**src/rtl/fi_pkg.sv**
```systemverilog
// fi_pkg: shared sizes, field codes and command structs of the fir interpolator
// depends on nothing; used by every module of the block
package fi_pkg;

    // array sizes
    localparam int MAX_TAPS   = 64;
    localparam int MAX_FACTOR = 8;

    // field widths
    localparam int SAMPLE_W   = 16;
    localparam int TAP_W      = 18;
    localparam int TIDX_W     = 6;
    localparam int KIND_W     = 2;
    localparam int FRAC_BITS  = 15;

    // derived widths
    localparam int PROD_W     = SAMPLE_W + TAP_W;
    localparam int ACC_W      = PROD_W + $clog2(MAX_TAPS);
    localparam int IDX_W      = $clog2(MAX_TAPS);
    localparam int TAPS_W     = $clog2(MAX_TAPS + 1);
    localparam int MAX_DELAY  = (MAX_TAPS - 1) / 2;
    localparam int DROP_W     = $clog2(MAX_DELAY + 2);
    localparam int MAX_SLOTS  = (MAX_FACTOR > MAX_DELAY) ? MAX_FACTOR : MAX_DELAY;
    localparam int SLOT_W     = $clog2(MAX_SLOTS + 1);

    // configuration port
    localparam int CFG_IDX_W  = 2;
    localparam int CFG_DATA_W = 7;
    localparam logic [CFG_IDX_W-1:0] CFG_FACTOR = 2'd0;
    localparam logic [CFG_IDX_W-1:0] CFG_TAPS   = 2'd1;
    localparam logic [CFG_IDX_W-1:0] CFG_ALIGN  = 2'd2;

    // input item kinds
    localparam logic [KIND_W-1:0] KIND_SAMPLE = 2'd0;
    localparam logic [KIND_W-1:0] KIND_FLUSH  = 2'd1;
    localparam logic [KIND_W-1:0] KIND_TAP    = 2'd2;

    // commands to the cell row
    typedef struct packed {
        logic shift;
        logic rotate;
        logic clear;
    } cell_cmd_t;

    // commands to the multiply-accumulate unit
    typedef struct packed {
        logic clear;
        logic step;
        logic use_tap;
    } mac_cmd_t;

endpackage

```
**src/rtl/fi_mac.sv**
```systemverilog
// fi_mac: head multiplier, accumulator and q1.15 round and saturate
// depends on fi_pkg
module fi_mac (
    input  logic                               clk,
    input  fi_pkg::mac_cmd_t                   cmd,
    input  logic signed [fi_pkg::SAMPLE_W-1:0] hist,
    input  logic signed [fi_pkg::TAP_W-1:0]    tap,
    output logic signed [fi_pkg::SAMPLE_W-1:0] result
);
    import fi_pkg::*;

    localparam int Q_W = ACC_W + 1 - FRAC_BITS;
    localparam logic signed [ACC_W:0]  RND_HALF = (ACC_W+1)'(1) <<< (FRAC_BITS - 1);
    localparam logic signed [Q_W-1:0]  Q_MAX = Q_W'((1 <<< (SAMPLE_W - 1)) - 1);
    localparam logic signed [Q_W-1:0]  Q_MIN = -Q_W'(1 <<< (SAMPLE_W - 1));

    logic signed [PROD_W-1:0] prod_reg, prod_next, prod_full;
    logic signed [ACC_W-1:0]  acc_reg, acc_next;
    logic signed [ACC_W:0]    rnd;
    logic signed [Q_W-1:0]    q;

    assign prod_full = hist * tap;

    // the registered product is added to the accumulator in the cycle after it is formed
    always_comb
    begin
        prod_next = prod_reg;
        acc_next  = acc_reg;
        priority if (cmd.clear)
        begin
            prod_next = '0;
            acc_next  = '0;
        end
        else if (cmd.step)
        begin
            prod_next = cmd.use_tap ? prod_full : '0;
            acc_next  = acc_reg + ACC_W'(prod_reg);
        end
    end

    always_ff @(posedge clk)
    begin
        prod_reg <= prod_next;
        acc_reg  <= acc_next;
    end

    // round half up, then saturate
    always_comb
    begin
        rnd = (ACC_W+1)'(acc_reg) + RND_HALF;
        q   = Q_W'(rnd >>> FRAC_BITS);
        priority if (q > Q_MAX)
        begin
            result = SAMPLE_W'(Q_MAX);
        end
        else if (q < Q_MIN)
        begin
            result = SAMPLE_W'(Q_MIN);
        end
        else
        begin
            result = SAMPLE_W'(q);
        end
    end

endmodule

```
**config.mk**
```make
export PLATFORM = sky130hd
export DESIGN_NAME = fi_mac
export DESIGN_NICKNAME = d
export VERILOG_FILES = /design/src/rtl/fi_pkg.sv /design/src/rtl/fi_mac.sv
export SDC_FILE = /design/constraint.sdc
export NUM_CORES = 1
export LEC_CHECK = 0
export BUFFER_PORTS_ARGS = -buffer_cell sky130_fd_sc_hd__buf_4
export CAP_MARGIN = 20
export CELL_PAD_IN_SITES_DETAIL_PLACEMENT = 2
export CELL_PAD_IN_SITES_GLOBAL_PLACEMENT = 2
export CORE_MARGIN = 2
export CORE_UTILIZATION = 44
export DETAILED_ROUTE_END_ITERATION = 12
export PLACE_DENSITY_LB_ADDON = 0.1
export SYNTH_ARGS = -nofsm -noshare
export SYNTH_HDL_FRONTEND = slang
export SYNTH_SLANG_ARGS = --single-unit
```
**constraint.sdc**
```tcl
create_clock -name clk -period 12.9 [get_ports clk]
set_input_delay 1.29 -clock clk [delete_from_list [all_inputs] [get_ports clk]]
set_output_delay 1.29 -clock clk [all_outputs]
set_load 0.005 [all_outputs]
```
== Yosys cells after proc, flatten, opt, wreduce, memory -nomap -nowiden ==
Cells that the tools add are included.

* Word-level logic and storage cells: 10
* Output and inout port bits: 16
* Flip-flop bits (word level): 74

* Order comparisons: 2
* Add/subtract/negate cells: 2
* Multipliers: 1
* Multiplexer cells: 3

{| class="wikitable"
|+ Operators by type and width
! kind !! number
|-
| $add A40 B16 Y41 const B || 1
|-
| $add A40 B34 Y40 || 1
|-
| $mul A16 B18 Y34 || 1
|-
| $mux W34 || 1
|-
| $mux W16 || 2
|-
| $gt A26 B16 Y1 const B || 1
|-
| $lt A26 B16 Y1 const B || 1
|}

== Longest topological paths before layout ==
* Depth after elaboration: 4
* Mapped depth: 26
* Depth with buffers taken out: 24

== Worst setup path before layout ==
No wires, ideal clock.

* Kind: input port to flip-flop
* Start: input port tap[17] (netlist name)
* End: register prod_reg[33]
* Slack: 5.361 ns
* Stages on the path: 23
* Required time: 12.783 ns
* Data arrival time: 7.422 ns
* Cell sequence: clkbuf_1 > nand2_1 > fa_1 > inv_1 > fa_1 > fa_1 > fa_1 > fa_1 > inv_1 > fa_1 > inv_1 > ha_1 > clkbuf_1 > a21o_1 > a21o_1 > a21oi_1 > o211ai_1 > a311oi_2 > nor2_1 > a2111o_1 > a31oi_1 > xnor2_1 > a22o_1

* Longest elaborated chain between the ends: 2

{| class="wikitable"
|+ Ends and longest elaborated chain
! item !! RTL line !! RTL
|-
| start: declaration || fi_mac.sv:7 || <nowiki>input logic signed [fi_pkg::TAP_W-1:0] tap,</nowiki>
|-
| $mul A16 B18 Y34 || fi_mac.sv:22 || <nowiki>assign prod_full = hist * tap;</nowiki>
|-
| $mux W34 || fi_mac.sv:36 || <nowiki>prod_next = cmd.use_tap ? prod_full : '0;</nowiki>
|-
| end signal: assignment || fi_mac.sv:43 || <nowiki>prod_reg <= prod_next;</nowiki>
|-
| end: declaration || fi_mac.sv:17 || <nowiki>logic signed [PROD_W-1:0] prod_reg, prod_next, prod_full;</nowiki>
|}

Every way passes these cells.
A chain may end at the register's enable or synchronous reset.

== Final worst setup path ==
Same ends and word-level chain as after synthesis.

==> key figures <==
Clocking
  • CTS Buf Count: 9
  • Post-CTS setup buffer count: 0
  • Post-CTS sizing: 0
  • Root buf cell: clkbuf_16
  • CTS Sinks: 74
  • Clock transition at the registers of the reported paths: 70 ps
  • CTS tree: built
  • Hold-fix buffers at CTS: 0
  • Clock latency on the worst-skew pair: 360 ps
  • Maximum root-to-sink buffer count: 2
  • CTS H-tree lvls: 3

Detailed routing
  • Via-to-Cell Ratio: 5.476
  • Routed Antenna Nets: 0
  • Metal3 WL: 1.351 mm
  • Drt first pass iters: 4
  • DR vias: 12639
  • Final WL: 51.90 mm
  • Met2 WL: 27.16 mm
  • Remaining DRCs: 0
  • First DRT Iteration DRCs: 472
  • DR WL/cell: 22.49 um
  • Met1 wire length: 21.56 mm
  • Highest metal used: met4

Hold path
  • Worst Hold Class: reg2reg
  • Min-delay src: prod_reg[5]
  • Hold Path Stages: 2
  • Worst Hold End: prod_reg[5]

Yosys
  • Top-area cell type share of the netlist area: 0.3638
  • Mapped cell area: 16010 um^2
  • Yosys reg bits: 74
  • Net Count, Synth: 2306
  • Asr flop ratio synth: 0
  • Mapped Cells: 1851
  • Yosys warns: 0
  • Area contributors post-synth: fa_1, ha_1, dfxtp_1
  • Post-Syn Area per Cell: 8.650 um^2
  • Post-synth top area cell: fa_1
  • Post-synthesis sequential area ratio: 0.09252
  • Synth Flop Type: dfxtp_1
  • Number of synthesized flops with an enable pin: 0
  • Netlist cell types: 75

Worst setup path
  • Crit path top cell by count: fa_1
  • Bufs and invs on worst path: 4
  • R2R Setup Slk: 9510 ps
  • CP peak stage delay: 1060 ps
  • Crit path cell chain: buf_4 -> nand2_1 -> fa_1 -> inv_1 -> fa_1 -> fa_1 -> fa_1 -> fa_1 -> inv_1 -> fa_1 -> inv_1 -> ha_1 -> a21o_1 -> a21o_1 -> a21oi_1 -> o21ai_0 -> o21ai_0 -> nor2_1 -> a2111o_1 -> a31oi_1 -> xnor2_1 -> a22o_1
  • WS Path Type: in2reg
  • Reg-to-Reg End: acc_reg[38]
  • Max FO, Critical Path: 16
  • CP required: 13150 ps
  • Critical Path Start Type: primary input
  • Crit end category: register
  • Crit path DAT: 8100 ps
  • Slowest-stage cell, CP: fa_1
  • CP delay by family, top: adder cells
  • R2r worst-path depth: 13
  • Reg-to-reg startpoint: prod_reg[0]

STA
  • Fmax: 127.5 MHz
  • Final Cycle Share: 0.6081
  • Hold Slack: 469.8 ps
  • Setup violators final: 0
  • Pins Over Slew Limit: 0
  • Max_slew headroom: 0.4746
  • Final Hold Viols: 0
  • Setup TNS: 0 ps
  • Worst-margin pin slew: 787.2 ps
  • RSZ-0062 raised after global routing: false
  • Clk_skew: 12.82 ps
  • Post-route minimum period: 7845 ps

Run
  • Max cap viols: 0

Placed design
  • Port-buffer cells: 53
  • DP HPWL: 43.39 mm
  • Routability cong.: 0.8782

Die
  • Row Count: 69
  • Placeable Area: 35740 um^2
  • Num ports: 54
  • Die Width: 194.8 um
  • Die area: 37930 um^2
  • Initial Util: 0.4480
  • Die Ht: 194.8 um

GRT
  • First-pass GRT wire length: 84.37 mm
  • Largest net degree at the start of global routing: 56
  • Total gr overflow: 0
  • Initial antenna violation count: 0
  • Total GRT Usage: 0.2863
  • Vias in the first global route: 15239

Cells and area
  • Final core occ: 0.4763
  • Max reg flops: 40
  • Share of layout cells above drive strength 1: 0.05143
  • # nets final: 2297
  • Diodes inserted: 0
  • # fillers: 3958
  • Synthesis-to-layout area growth: 6.322%

Status
  • Status: complete, no violations
-- final cells by class --
type / count / area [um^2] / share of cell area
Multi-Input combinational cell: 1327 / 12840 / 0.7540
Tap cell: 461 / 576.8 / 0.03388
Sequential cell: 74 / 1481 / 0.08702
Clock inverter: 7 / 83.83 / 0.004924
Timing Repair Buffer: 55 / 412.9 / 0.02425
Clock buffer: 9 / 225.2 / 0.01323
Inverter: 375 / 1408 / 0.08268
-- placed cells by master (no fill, tap or decap), types with 3 or more instances in the layout --
cell type,n
a2111oi_0,3
a211oi_1,5
a21o_1,40
a21oi_1,61
a221o_1,5
a22o_1,15
a22oi_1,14
a31oi_1,11
and2_1,140
and3_1,19
buf_4,55
clkbuf_16,9
dfxtp_1,74
fa_1,291
ha_1,126
inv_1,375
inv_6,3
mux2i_1,19
nand2_1,187
nand2b_1,14
nand3_1,34
nand4_1,10
nor2_1,96
nor2b_1,6
nor3_1,10
o211ai_1,3
o21a_1,11
o21ai_0,54
o21ai_1,4
o21bai_1,4
o22ai_1,3
o311ai_0,3
or2_2,5
xnor2_1,57
xor2_1,29
-- synth_stat cells, types with 4 or more instances --
| master | count |
|---|---|
| inv_1 | 375 |
| fa_1 | 291 |
| nand2_1 | 187 |
| and2_1 | 140 |
| ha_1 | 126 |
| nor2_1 | 96 |
| dfxtp_1 | 74 |
| clkbuf_1 | 69 |
| a21oi_1 | 61 |
| xnor2_1 | 57 |
| o21ai_0 | 54 |
| a21o_1 | 40 |
| nand3_1 | 34 |
| xor2_1 | 29 |
| and3_1 | 19 |
| mux2i_1 | 19 |
| a22o_1 | 15 |
| a22oi_1 | 14 |
| nand2b_1 | 14 |
| a31oi_1 | 11 |
| o21a_1 | 11 |
| nand4_1 | 10 |
| nor3_1 | 10 |
| nor2b_1 | 6 |
| a211oi_1 | 5 |
| a221o_1 | 5 |
| or2_2 | 5 |
| o21ai_1 | 4 |
| o21bai_1 | 4 |
-- layer usage --
metal,vias to the layer above,GRT usage
met4,0,0.1043
li1,5760,-
met3,103,0.02985
met1,6572,0.3376
met5,-,0
met2,204,0.5364
-- worst max path at each step --
stage / from / endpoint / slack, ps / depth (start not counted)
after floorplan: tap[17] / prod_reg[33] / 5360 / 23
after global placement: tap[17] / prod_reg[33] / 5040 / 22
after detailed placement: tap[17] / prod_reg[33] / 4670 / 22
after CTS: tap[17] / prod_reg[33] / 5050 / 22
after global routing: tap[17] / prod_reg[33] / 4610 / 22
final: tap[17] / prod_reg[33] / 5050 / 22
-- worst min-delay path, delay by kind of cell, from the launching register on --
| kind | cells | cell delay (ps) |
|---|---|---|
| AO/OA/AOI/OAI | 1 | 50 |
| flip-flops | 1 | 310 |
| AND/OR/NAND/NOR | 1 | 60 |
-- cell families (layout without fill, tap and decap cells) --
family,count (synthesis),count (layout),share of synthesized area
and+or+nand+nor,533,533,0.1623
DFF,74,74,0.09252
adders and majority gates,417,417,0.4623
muxes,19,19,0.01188
buffers and inverters,450,446,0.1058
xor gates and xnor gates,86,86,0.04704
AOI/OAI and AO/OA,272,272,0.1182
-- through the flow --
step / worst slack, ps / cell area [um^2] / instances
finish: 5055 / 17020 / 2308
global route: 4608 / 17020 / 2308
CTS: 5051 / 17020 / 2308
detailed placement: 4669 / 16710 / 2292
global placement: 5044 / 16710 / 2292
floorplan: 5361 / 16010 / 1851
Power is left out: the tool's default activity adds up to more than one toggle a clock period on the data nets, which glitch-free logic cannot reach.
