### src/rtl/fi_pkg.sv
// fi_pkg: shared sizes, field codes and command structs of the fir interpolator
// depends on nothing; used by every module of the block
package fi_pkg;

    // array sizes
    localparam int MAX_TAPS   = 64;
    localparam int MAX_FACTOR = 8;

    // field widths
    localparam int SAMPLE_W   = 16;
    localparam int TAP_W      = 18;
    localparam int TIDX_W     = 6;
    localparam int KIND_W     = 2;
    localparam int FRAC_BITS  = 15;

    // derived widths
    localparam int PROD_W     = SAMPLE_W + TAP_W;
    localparam int ACC_W      = PROD_W + $clog2(MAX_TAPS);
    localparam int IDX_W      = $clog2(MAX_TAPS);
    localparam int TAPS_W     = $clog2(MAX_TAPS + 1);
    localparam int MAX_DELAY  = (MAX_TAPS - 1) / 2;
    localparam int DROP_W     = $clog2(MAX_DELAY + 2);
    localparam int MAX_SLOTS  = (MAX_FACTOR > MAX_DELAY) ? MAX_FACTOR : MAX_DELAY;
    localparam int SLOT_W     = $clog2(MAX_SLOTS + 1);

    // configuration port
    localparam int CFG_IDX_W  = 2;
    localparam int CFG_DATA_W = 7;
    localparam logic [CFG_IDX_W-1:0] CFG_FACTOR = 2'd0;
    localparam logic [CFG_IDX_W-1:0] CFG_TAPS   = 2'd1;
    localparam logic [CFG_IDX_W-1:0] CFG_ALIGN  = 2'd2;

    // input item kinds
    localparam logic [KIND_W-1:0] KIND_SAMPLE = 2'd0;
    localparam logic [KIND_W-1:0] KIND_FLUSH  = 2'd1;
    localparam logic [KIND_W-1:0] KIND_TAP    = 2'd2;

    // commands to the cell row
    typedef struct packed {
        logic shift;
        logic rotate;
        logic clear;
    } cell_cmd_t;

    // commands to the multiply-accumulate unit
    typedef struct packed {
        logic clear;
        logic step;
        logic use_tap;
    } mac_cmd_t;

endpackage

### src/rtl/fi_cell.sv
// fi_cell: one cell of the ring, holds one history sample and one tap
// depends on fi_pkg
module fi_cell (
    input  logic                            clk,
    input  logic                            rst_n,
    input  fi_pkg::cell_cmd_t               cmd,
    input  logic                            tap_we,
    input  logic signed [fi_pkg::TAP_W-1:0] tap_wdata,
    input  logic signed [fi_pkg::SAMPLE_W-1:0] hist_left,
    input  logic signed [fi_pkg::SAMPLE_W-1:0] hist_right,
    input  logic signed [fi_pkg::TAP_W-1:0] tap_right,
    output logic signed [fi_pkg::SAMPLE_W-1:0] hist,
    output logic signed [fi_pkg::TAP_W-1:0] tap
);
    import fi_pkg::*;

    logic signed [SAMPLE_W-1:0] hist_reg, hist_next;
    logic signed [TAP_W-1:0]    tap_reg, tap_next;

    // clear the sample, shift in from the newer side, rotate toward the head, or write the tap
    always_comb
    begin
        hist_next = hist_reg;
        tap_next  = tap_reg;
        priority if (cmd.clear)
        begin
            hist_next = '0;
        end
        else if (cmd.shift)
        begin
            hist_next = hist_left;
        end
        else if (cmd.rotate)
        begin
            hist_next = hist_right;
            tap_next  = tap_right;
        end
        else if (tap_we)
        begin
            tap_next = tap_wdata;
        end
    end

    always_ff @(posedge clk or negedge rst_n)
    begin
        if (!rst_n)
        begin
            hist_reg <= '0;
            tap_reg  <= '0;
        end
        else
        begin
            hist_reg <= hist_next;
            tap_reg  <= tap_next;
        end
    end

    assign hist = hist_reg;
    assign tap  = tap_reg;

endmodule

### config.mk
export PLATFORM = sky130hd
export DESIGN_NAME = fi_cell
export DESIGN_NICKNAME = d
export VERILOG_FILES = /design/src/rtl/fi_pkg.sv /design/src/rtl/fi_cell.sv
export SDC_FILE = /design/constraint.sdc
export NUM_CORES = 1
export LEC_CHECK = 0
export BUFFER_PORTS_ARGS = -buffer_cell sky130_fd_sc_hd__buf_2
export CAP_MARGIN = 20
export CORE_MARGIN = 3
export CORE_UTILIZATION = 40
export CTS_BUF_LIST = sky130_fd_sc_hd__clkbuf_16
export DETAILED_ROUTE_END_ITERATION = 10
export PLACE_DENSITY = 0.77
export SYNTH_ARGS = -nofsm -noshare
export SYNTH_HDL_FRONTEND = slang
export SYNTH_SLANG_ARGS = --single-unit
### constraint.sdc
create_clock -name clk -period 1.09 [get_ports clk]
set_input_delay 0 -clock clk [delete_from_list [all_inputs] [get_ports clk]]
set_output_delay 0 -clock clk [all_outputs]
set_load 0.05 [all_outputs]
Yosys cells after proc, flatten, opt, wreduce, memory -nomap -nowiden
Cells that the tools add are included.
{"block": "classes", "mux": 5, "bitwise_logic": 2, "reduce_logical": 3}
{"op": "$mux 16", "count": 3}
{"op": "$mux 18", "count": 2}
{"op": "$reduce_and 3->1", "count": 1}
{"op": "$reduce_bool 3->1", "count": 1}
{"op": "$not 1->1", "count": 2}
{"op": "$reduce_bool 2->1", "count": 1}
{"block": "totals", "ff_bits": 34, "output_inout_bits": 34, "wordCells": 12}

Longest topological paths before layout
Gate-level depths: netlist of the first run.
{"block": "depth", "word_depth": 3, "depth_mapped": 5}

Worst setup path before layout of the first run
No wires, ideal clock.
{"block": "synth_timing", "path_kind": "register to register", "from": "register, netlist name hist[0]", "to": "register hist_reg[0], in the netlist hist[0]", "arrival_ps": 1024, "required_ps": 958, "path_slack_ps": -65, "stages_incl_launch_ff": 4, "n_path_buf": 0, "cell_sequence": "dfrtp_1 -> mux2_2 -> mux2i_1 -> nor2_1"}
{"element": "end signal, assigned", "line_no": "fi_cell.sv:53", "rtl": "hist_reg <= hist_next;"}
{"element": "end, declared", "line_no": "fi_cell.sv:17", "rtl": "logic signed [SAMPLE_W-1:0] hist_reg, hist_next;"}

==> impl_metrics.json, run 1 <==
{
  "status": "finished, final reports clean",
  "initial_core_util_pct": 42.5,
  "cts_buffers": 5,
  "cts.sinks": 34,
  "cts_tree": "done",
  "final_common_cell": "buf_2",
  "cp-start-kind": "flop",
  "hpwl_mm": 3.21,
  "power_frac_comb_pct": 33.9,
  "p_int_w": 0.00279,
  "relSlewSlack_pct": 75.2,
  "gp_congestion": 0.875,
  "die_area_um2": 5160,
  "utilization_pct": 65.2,
  "power.clock.fraction_pct": 30.2,
  "grt_use_total_pct": 16.4,
  "largest_reg_flops": 18,
  "ys_ff_latch": 34,
  "die_y_um": 71.9,
  "nNetsFinal": 328,
  "fin_cells": 306,
  "drt-total-wl_mm": 4.32,
  "grt_setup_unrepaired": "no",
  "yosysWarnings": 0,
  "slew_violations": 0,
  "fin_skew_ns": 0,
  "first_pass_iters": 4,
  "numPortBuffers": 107,
  "route.detailed.drc": 0,
  "vdd_drop_max_mv": 0.877,
  "fmax_mhz": 1020,
  "layout_worst_path_cycle_share_pct": 90.1,
  "multi_input_area_um2": 832,
  "drive_gt1_share_pct": 74.1,
  "cts.path.max_buffers": 2,
  "dpl.cell_count": 283,
  "grt_max_degree": 20,
  "num_vias": 1423,
  "rows": 23,
  "cts-root-buf": "clkbuf_16",
  "setup_ws_ns": 0.108,
  "netSwitchingFraction_pct": 34.6,
  "core_um2": 4090,
  "critPathKind": "flop to flop",
  "wl_per_cell_um": 14.1,
  "syn_nets": 203,
  "pre_cts_ws_ns": -0.00654,
  "post-cts-setup-buffers": 0,
  "whs_ns": 0.00260,
  "leakagePower_nw": 1.35,
  "syn-instance-count": 129,
  "critical_path_arrival_ns": 1.13,
  "total_power_w": 0.00426,
  "htreeDepth": 2,
  "finalHoldViolations": 0,
  "final_cell_mix": "buf_2, mux2_2, dfrtp_1",
  "num_io_pins": 108,
  "ys_seq_area_share_pct": 49.0,
  "period_needed_ns": 0.982,
  "crit_path_end_kind": "flop",
  "ant_nets": 0,
  "tightestPinTransition_ns": 0.372,
  "grt-ovfl-total": 0,
  "worstHoldPathType": "input port to flop",
  "yosysUniqueCellTypes": 9,
  "grt_pass1_vias": 1437,
  "setup_viol": 0,
  "area_growth_pct": 53.5,
  "insertion_delay_ns": 0.27,
  "synth_area_per_cell_um2": 13.5,
  "max-cap-violations": 0,
  "n_fill_cell": 321,
  "grt_pass1_wl_mm": 6.57,
  "antenna_found_initial": 0,
  "drt_iter0_drc": 51,
  "vias_per_cell": 4.65,
  "die_x_um": 71.9,
  "power_switching_w": 0.00148,
  "power.density_nw_per_um2": 1600,
  "final-seq-area_um2": 871,
  "seq_power_share_pct": 35.9,
  "syn_area_um2": 1740,
  "path_clk_slew_ns": 0.05,
  "cp_max_fo": 2,
  "cp.required_ns": 1.24
}
==> synth_stat cells, drive strengths merged <==
| master | n | share of area (%) |
|---|---|---|
| dfrtp | 34 | 49 |
| mux2 | 52 | 34 |
| clkbuf | 1 | 0.22 |
| nor2 | 17 | 3.7 |
| nor3 | 1 | 0.94 |
| buf | 8 | 3.2 |
| mux2i | 16 | 9.2 |
==> worst max-delay path, stage by stage (launching register included) <==
cell and delay (ns):
dfrtp_2 0.40, mux2_2 0.27, mux2i_1 0.15, nor2_1 0.05
==> power groups by stage <==
| stage | Combinational, W | Sequential [W] | Clock (W) |
|---|---|---|---|
| detailed placement | 0.00142 | 0.00155 | 0 |
| floorplan | 0.000370 | 0.00218 | 0 |
| finish | 0.00145 | 0.00153 | 0.00129 |
| CTS | 0.00146 | 0.00153 | 0.00132 |
| global route | 0.00152 | 0.00155 | 0.00138 |
| global placement | 0.00140 | 0.00155 | 0 |
==> layout make-up <==
type,count,area share (%)
antenna,1,0.0939
tap,50,2.35
timing repair buffer,127,28.5
multi-input combinational,86,31.2
sequential,34,32.7
clock inverter,3,0.470
clock buffer,5,4.70
==> timing repair <==
item,in CTS,in global routing
gates resized for setup,0,0
endpoints found under the hold margin,47,0
hold buffers,14,0
==> cells by family (layout without fill, tap and decap cells) <==
group	after synthesis	count (layout)	synth area share, %
multiplexers	68	68	43.0
flip-flops	34	34	49.0
AND/OR/NAND/NOR	18	18	4.61
buffers and inverters	9	135	3.39
other	0	1	0
==> stage by stage <==
step	setup TNS [ns]	cell area, µm²
final	0	2660
after global routing	0	2660
after CTS	0	2660
after detailed placement	-0.00654	2380
after global placement	0	2380
after floorplan	-0.165	1770
==> final timing paths <==
| path | startpoint | to | slack [ns] | depth (start not counted) |
|---|---|---|---|---|
| worst max register to register | hist[1] | hist[1] | 0.11 | 3 |
| worst min register to register | tap[14] | tap[14] | 0.50 | 1 |
| max in group asynchronous | rst_n | hist[3] | 0.47 | 3 |
| worst max-delay path | hist[1] | hist[1] | 0.11 | 3 |
| min in group asynchronous | rst_n | tap[12] | 0.18 | 2 |
| worst min-delay path | hist_left[3] | hist[3] | 0.003 | 3 |
==> layer usage <==
metal	global-route usage, %	wire (µm)	vias to the layer above
met5	0	0	-
met4	4.59	24	0
met3	5.05	324	2
met2	28.6	2250	56
met1	19.5	1730	660
li1	-	-	705
Note: power is estimated with default switching activity, not from simulation.
==> run 2, diff against run 1 <==
ABC_AREA = 1   (was not set)
PLACE_DENSITY = 0.76   (was 0.77)
REMOVE_ABC_BUFFERS = 1   (was not set)
==> run 2 against run 1 <==
Wire length is 12% higher. Die area is 3.7% higher. Highest routed layer unchanged. Combinational power is 17% lower. Clock skew stayed put. Cell area is 5.9% lower. Worst hold slack better by 0.011 ns. Non-clock buffer count is 14 lower. Maximum frequency is 7.7% higher. Global-route usage is 2.2 points higher. Critical endpoint is now hist[0]. Clock power hardly changed.
==> impl_metrics.json, run 2 <==
{
  "status": "finished, final reports clean",
  "final_common_cell": "nand2_1",
  "nNetsFinal": 441,
  "grt_setup_unrepaired": "no",
  "drt_iter0_drc": 118,
  "syn-instance-count": 259,
  "drt-total-wl_mm": 4.86,
  "postPlaceCellArea_um2": 2370,
  "final_cell_mix": "nand2_1, buf_2, dfrtp_1",
  "power.clock.fraction_pct": 31.7,
  "tightestPinTransition_ns": 0.550,
  "grt_pass1_vias": 1733,
  "yosysWarnings": 0,
  "cp-start-kind": "flop",
  "synth_top_cells_by_count": "nand2_1, dfrtp_1, nand3_1",
  "die_area_um2": 5360,
  "core_um2": 4170,
  "synthArstFlopShare_pct": 100,
  "vias_per_cell": 4.63,
  "yosysUniqueCellTypes": 16,
  "synth_area_per_cell_um2": 6.97,
  "initial_core_util_pct": 43.3,
  "power_frac_comb_pct": 30.5,
  "critPathBufInv": 1,
  "first_pass_iters": 4,
  "path_clk_slew_ns": 0.05,
  "power_switching_w": 0.00141,
  "period_needed_ns": 0.912,
  "cts.path.max_buffers": 2,
  "path_delay_family": "flip-flops",
  "critical_path_arrival_ns": 0.91,
  "die_x_um": 73.2,
  "slowest_delay_ns": 0.37,
  "rows": 23,
  "fin_skew_ns": 0,
  "wl_per_cell_um": 11.7,
  "grt_use_total_pct": 18.6,
  "power.density_nw_per_um2": 1580,
  "gp_congestion": 0.787,
  "yosys-top-cells-area": "dfrtp_1, nand2_1, nand3_1",
  "cp_max_fo": 2,
  "post-cts-setup-buffers": 0,
  "slowest_stage": "dfrtp_1",
  "critPathKind": "flop to output pin",
  "insertion_delay_ns": 0.27,
  "final_cell_area_um2": 2510,
  "htreeDepth": 2,
  "antenna_found_initial": 0,
  "yosysMostFrequentCell": "nand2_1",
  "num_antenna_cells": 0,
  "crit_path_end_kind": "output pin",
  "ant_nets": 0,
  "cts_tree": "done",
  "cp.required_ns": 1.09,
  "grt-ovfl-total": 0,
  "ys_seq_area_share_pct": 47.1,
  "numPortBuffers": 107,
  "max-cap-violations": 0,
  "num_vias": 1926,
  "cts_buffers": 5,
  "cts-root-buf": "clkbuf_16",
  "synth_top_area_share_pct": 47.1,
  "setup_viol": 0,
  "synth_edf_count": 0,
  "largest_reg_flops": 18,
  "syn_area_um2": 1810,
  "grt_max_degree": 35,
  "cp_cell_sequence": "buf_2",
  "worstHoldPathType": "input port to flop",
  "finalHoldViolations": 0,
  "slew_violations": 0,
  "drive_gt1_share_pct": 33.9,
  "netSwitchingFraction_pct": 35.6,
  "synth_top_area_cell": "dfrtp_1",
  "vdd_drop_max_mv": 0.866,
  "die_y_um": 73.2,
  "ys_ff_latch": 34,
  "relSlewSlack_pct": 63.3,
  "seq_power_share_pct": 37.7,
  "layout_worst_path_cycle_share_pct": 83.7,
  "route.detailed.drc": 0,
  "cts.sinks": 34,
  "fmax_mhz": 1100,
  "p_int_w": 0.00255,
  "num_io_pins": 108,
  "hpwl_mm": 3.60,
  "area_growth_pct": 38.8,
  "synthFlopType": "dfrtp_1",
  "tns_ns": 0,
  "leakagePower_nw": 1.60,
  "grt_pass1_wl_mm": 7.67
}
## run 2: cell types whose count changed after synthesis, sizes merged
cell,previous run,this run
nand2,0,189
mux2,52,0
mux2i,16,0
nand3,0,16
nor2,17,3
buf,8,11
inv,0,2
clkinv,0,1
nor3,1,0
o21a,0,1
o21ai,0,1
## run 2: layout make-up
type	instances	area (µm²)
fillers	394	1670
inverters	3	16.3
repair buffers	113	596
flip-flops and latches	34	851
well taps	50	62.6
clock inverters	1	3.75
clock buffers	5	125
multi-input cells	210	852
## run 2: worst reg2reg max path: stages (launching register included)
cell,delay [ns]
dfrtp_1,0.39
nand3_1,0.09
nand2_1,0.06
## run 2: through the flow
step	cells	util [%]	power [W]	setup WS [ns]	hold slack, ns
after floorplan	247	-	0.00230	0.226	-0.296
after global placement	409	56.7	0.00271	0.109	-0.0538
after detailed placement	409	56.7	0.00273	0.0933	-0.0311
after CTS	416	60.1	0.00401	0.163	0.0108
after global routing	416	60.1	0.00417	0.127	0.0296
final	416	60.1	0.00396	0.178	0.0132
## run 2: kinds of logic (layout without fill, tap and decap cells)
group | count (synthesis) | count (layout) | synth area share (%)
and+or+nand+nor | 208 | 208 | 45.8
DFF | 34 | 34 | 47.1
buffers and inverters | 15 | 122 | 5.68
AOI/OAI and AO/OA | 2 | 2 | 1.39
## run 2: path summary, 6_finish.rpt
| path | start | endpoint | slack, ns | cells past startpoint |
|---|---|---|---|---|
| setup / recovery | hist[0] | hist[0] | 0.18 | 1 |
| hold / removal | hist_right[5] | hist[5] | 0.01 | 5 |
| setup reg to reg | hist[3] | hist[3] | 0.43 | 2 |
| hold reg to reg | tap[13] | tap[13] | 0.46 | 2 |
| max in group asynchronous | rst_n | tap[11] | 0.45 | 3 |
| min in group asynchronous | rst_n | tap[6] | 0.20 | 2 |
## run 2: power groups by stage
stage | Sequential [W] | Clock (W) | Combinational [W]
3_3_place_gp | 0.00151 | 0 | 0.00121
5_1_grt | 0.00151 | 0.00135 | 0.00131
6_report | 0.00149 | 0.00126 | 0.00121
4_1_cts | 0.00149 | 0.00129 | 0.00122
2_1_floorplan | 0.00203 | 0 | 0.000264
3_5_place_dp | 0.00151 | 0 | 0.00122
## run 2: layer usage
layer	GRT usage [%]	wire length, µm	part of all wire [%]	vias to the layer above
met4	5.53	40	0.82	0
li1	-	-	-	999
met5	0	0	0	-
met1	22.3	2090	43	834
met2	32.8	2190	45	89
met3	4.41	536	11	4
## run 2: timing repair
| action | in CTS | in global routing |
|---|---|---|
| hold buffers | 1 | 0 |
| gates resized for setup | 0 | 0 |
| endpoints found under the hold margin | 16 | 0 |
==> run 3, diff against run 2 <==
ABC_AREA = 0   (was 1)
CORE_UTILIZATION = 38   (was 40)
clock period = 0.8 ns   (was 1.09 ns; I/O delays follow)
==> run 3 against run 2 <==
The run now ends with hold timing, setup timing left. Sequential cell count did not move. Clock power rose by 40%. Die area rose by 1.1%. Non-clock buffer count rose by 27. Critical path type is now flop to flop.
==> impl_metrics.json, run 3 (synthesis gave the netlist of run 1 again) <==
{
  "status": "complete, but fails checks",
  "violations": "hold timing, setup timing",
  "hpwl_mm": 3.21,
  "die_area_um2": 5410,
  "cp.required_ns": 0.95,
  "cp-start-kind": "flop",
  "fin_skew_ns": 0,
  "rrSetupSlack_ns": -0.21,
  "relSlewSlack_pct": 81.4,
  "power.density_nw_per_um2": 2050,
  "p_int_w": 0.00429,
  "layout_worst_path_cycle_share_pct": 126,
  "tns_ns": -4.37,
  "netSwitchingFraction_pct": 33.5,
  "fmax_mhz": 990,
  "grt_pass1_vias": 1573,
  "power_switching_w": 0.00217,
  "total_power_w": 0.00645,
  "grt_max_degree": 35,
  "power_frac_comb_pct": 39.3,
  "path_clk_slew_ns": 0.05,
  "initial_core_util_pct": 41.3,
  "n_fill_cell": 269,
  "antenna_found_initial": 0,
  "worstHoldPathType": "input port to flop",
  "hold_path_end": "hist[13]",
  "ant_nets": 0,
  "leakagePower_nw": 1.61,
  "reg2reg_from": "hist[11]",
  "gp_congestion": 0.727,
  "power.clock.fraction_pct": 27.3,
  "grt_use_total_pct": 17.9,
  "crit_path_end_kind": "flop",
  "first_pass_iters": 4,
  "numPortBuffers": 107,
  "critical_path_arrival_ns": 1.16,
  "seq_power_share_pct": 33.4,
  "final-seq-area_um2": 851,
  "num_vias": 1551,
  "tightestPinTransition_ns": 0.279,
  "rows": 23,
  "final_cell_mix": "buf_2, buf_6, dfrtp_1",
  "die_x_um": 73.6,
  "core_um2": 4200,
  "vdd_drop_max_mv": 0.970,
  "area_growth_pct": 81.3,
  "period_needed_ns": 1.01,
  "cts_buffers": 5,
  "grt-ovfl-total": 0,
  "r2r_end": "hist[11]",
  "whs_ns": -0.0129,
  "grt_setup_unrepaired": "yes",
  "multi_input_area_um2": 915,
  "final_common_cell": "buf_2",
  "slowest_delay_ns": 0.40,
  "hold_depth": 3,
  "insertion_delay_ns": 0.27,
  "nNetsFinal": 341,
  "cp_cell_sequence": "mux2_4, mux2i_1, nor2_1",
  "cts.sinks": 34,
  "vias_per_cell": 4.88,
  "drive_gt1_share_pct": 69.0,
  "critPathKind": "flop to flop",
  "die_y_um": 73.6,
  "cts.path.max_buffers": 2,
  "min_from": "hist_left[13]",
  "drt-total-wl_mm": 5.21,
  "drt_iter0_drc": 61,
  "reg2regPathDepth": 3,
  "cts-root-buf": "clkbuf_16",
  "route.detailed.drc": 0,
  "slowest_stage": "dfrtp_1",
  "wl_per_cell_um": 16.4,
  "cts_tree": "done",
  "htreeDepth": 2,
  "setup_ws_ns": -0.210,
  "cp_max_fo": 2,
  "finalHoldViolations": 1,
  "setup_viol": 64,
  "slew_violations": 0,
  "num_antenna_cells": 0,
  "num_io_pins": 108,
  "max-cap-violations": 0,
  "largest_reg_flops": 18,
  "grt_pass1_wl_mm": 7.29
}
==> run 3: changes by cell type in the layout (fill, tap and decap cells not counted), sizes merged, moves of 2 or more <==
cell         before  now
dlygate4sd3       1   15
clkbuf            5    7
mux2i             0   16
nor2              3   17
mux2              0   52
nand2           189    0
nand3            16    0
buf             112  123
==> run 3: worst max-delay path by stage <==
stage | startpoint | endpoint | slack [ns] | cells past startpoint
after floorplan | hist[0] | hist[0] | -0.34 | 3
after global placement | cmd[1] | tap[15] | -0.24 | 4
after detailed placement | cmd[1] | tap[10] | -0.27 | 4
after CTS | hist[6] | hist[6] | -0.15 | 3
after global routing | hist[11] | hist[11] | -0.25 | 3
final | hist[11] | hist[11] | -0.21 | 3
==> run 3: area by class of cell <==
type                    instances  area share (%)
repair buffers                140            37.5
multi-input cells              86            29.1
flip-flops and latches         34            27.0
clock buffers                   5            3.98
well taps                      50            1.99
clock inverters                 3           0.398
==> run 3: repair_timing <==
item                                   CTS  global route
pin swaps                                4             8
gates resized for setup                 65            42
cloned                                   0             3
setup buffers                            0             7
endpoints found under the hold margin   48             0
setup endpoints to repair               50            66
hold buffers                            15             0
==> run 3: power by group through the flow <==
| stage | logic, W | registers (W) | clock network, W |
|---|---|---|---|
| after floorplan | 0.000420 | 0.00296 | 0 |
| after global placement | 0.00191 | 0.00210 | 0 |
| after detailed placement | 0.00194 | 0.00211 | 0 |
| after CTS | 0.00229 | 0.00214 | 0.00182 |
| after global routing | 0.00266 | 0.00219 | 0.00189 |
| final | 0.00254 | 0.00215 | 0.00176 |
==> run 3: critical path, delay by kind of cell (launching register included) <==
family / cells / cell delay [ns]
flip-flops: 1 / 0.40
AND/OR/NAND/NOR: 1 / 0.08
multiplexers: 2 / 0.41
==> run 3: layer usage <==
layer  share of wire, %  up-vias  GRT usage [%]
met5                  0        -              0
met4               0.98        0           5.43
met3                8.7        7           5.88
met2                 49       88           30.3
met1                 42      730           21.5
li1                   -      726              -
==> run 3: through the flow <==
step                      cell area (µm²)  util [%]  worst slack (ns)  hold WS [ns]  instances
final                                3150      74.9            -0.210       -0.0129        318
after global routing                 3150      74.9            -0.254       0.00912        318
after CTS                            2880      68.5            -0.152     0.0000789        308
after detailed placement             2380      56.8            -0.270       -0.0189        285
after global placement               2380      56.8            -0.240       -0.0298        285
after floorplan                      1680         -            -0.342        -0.296        120
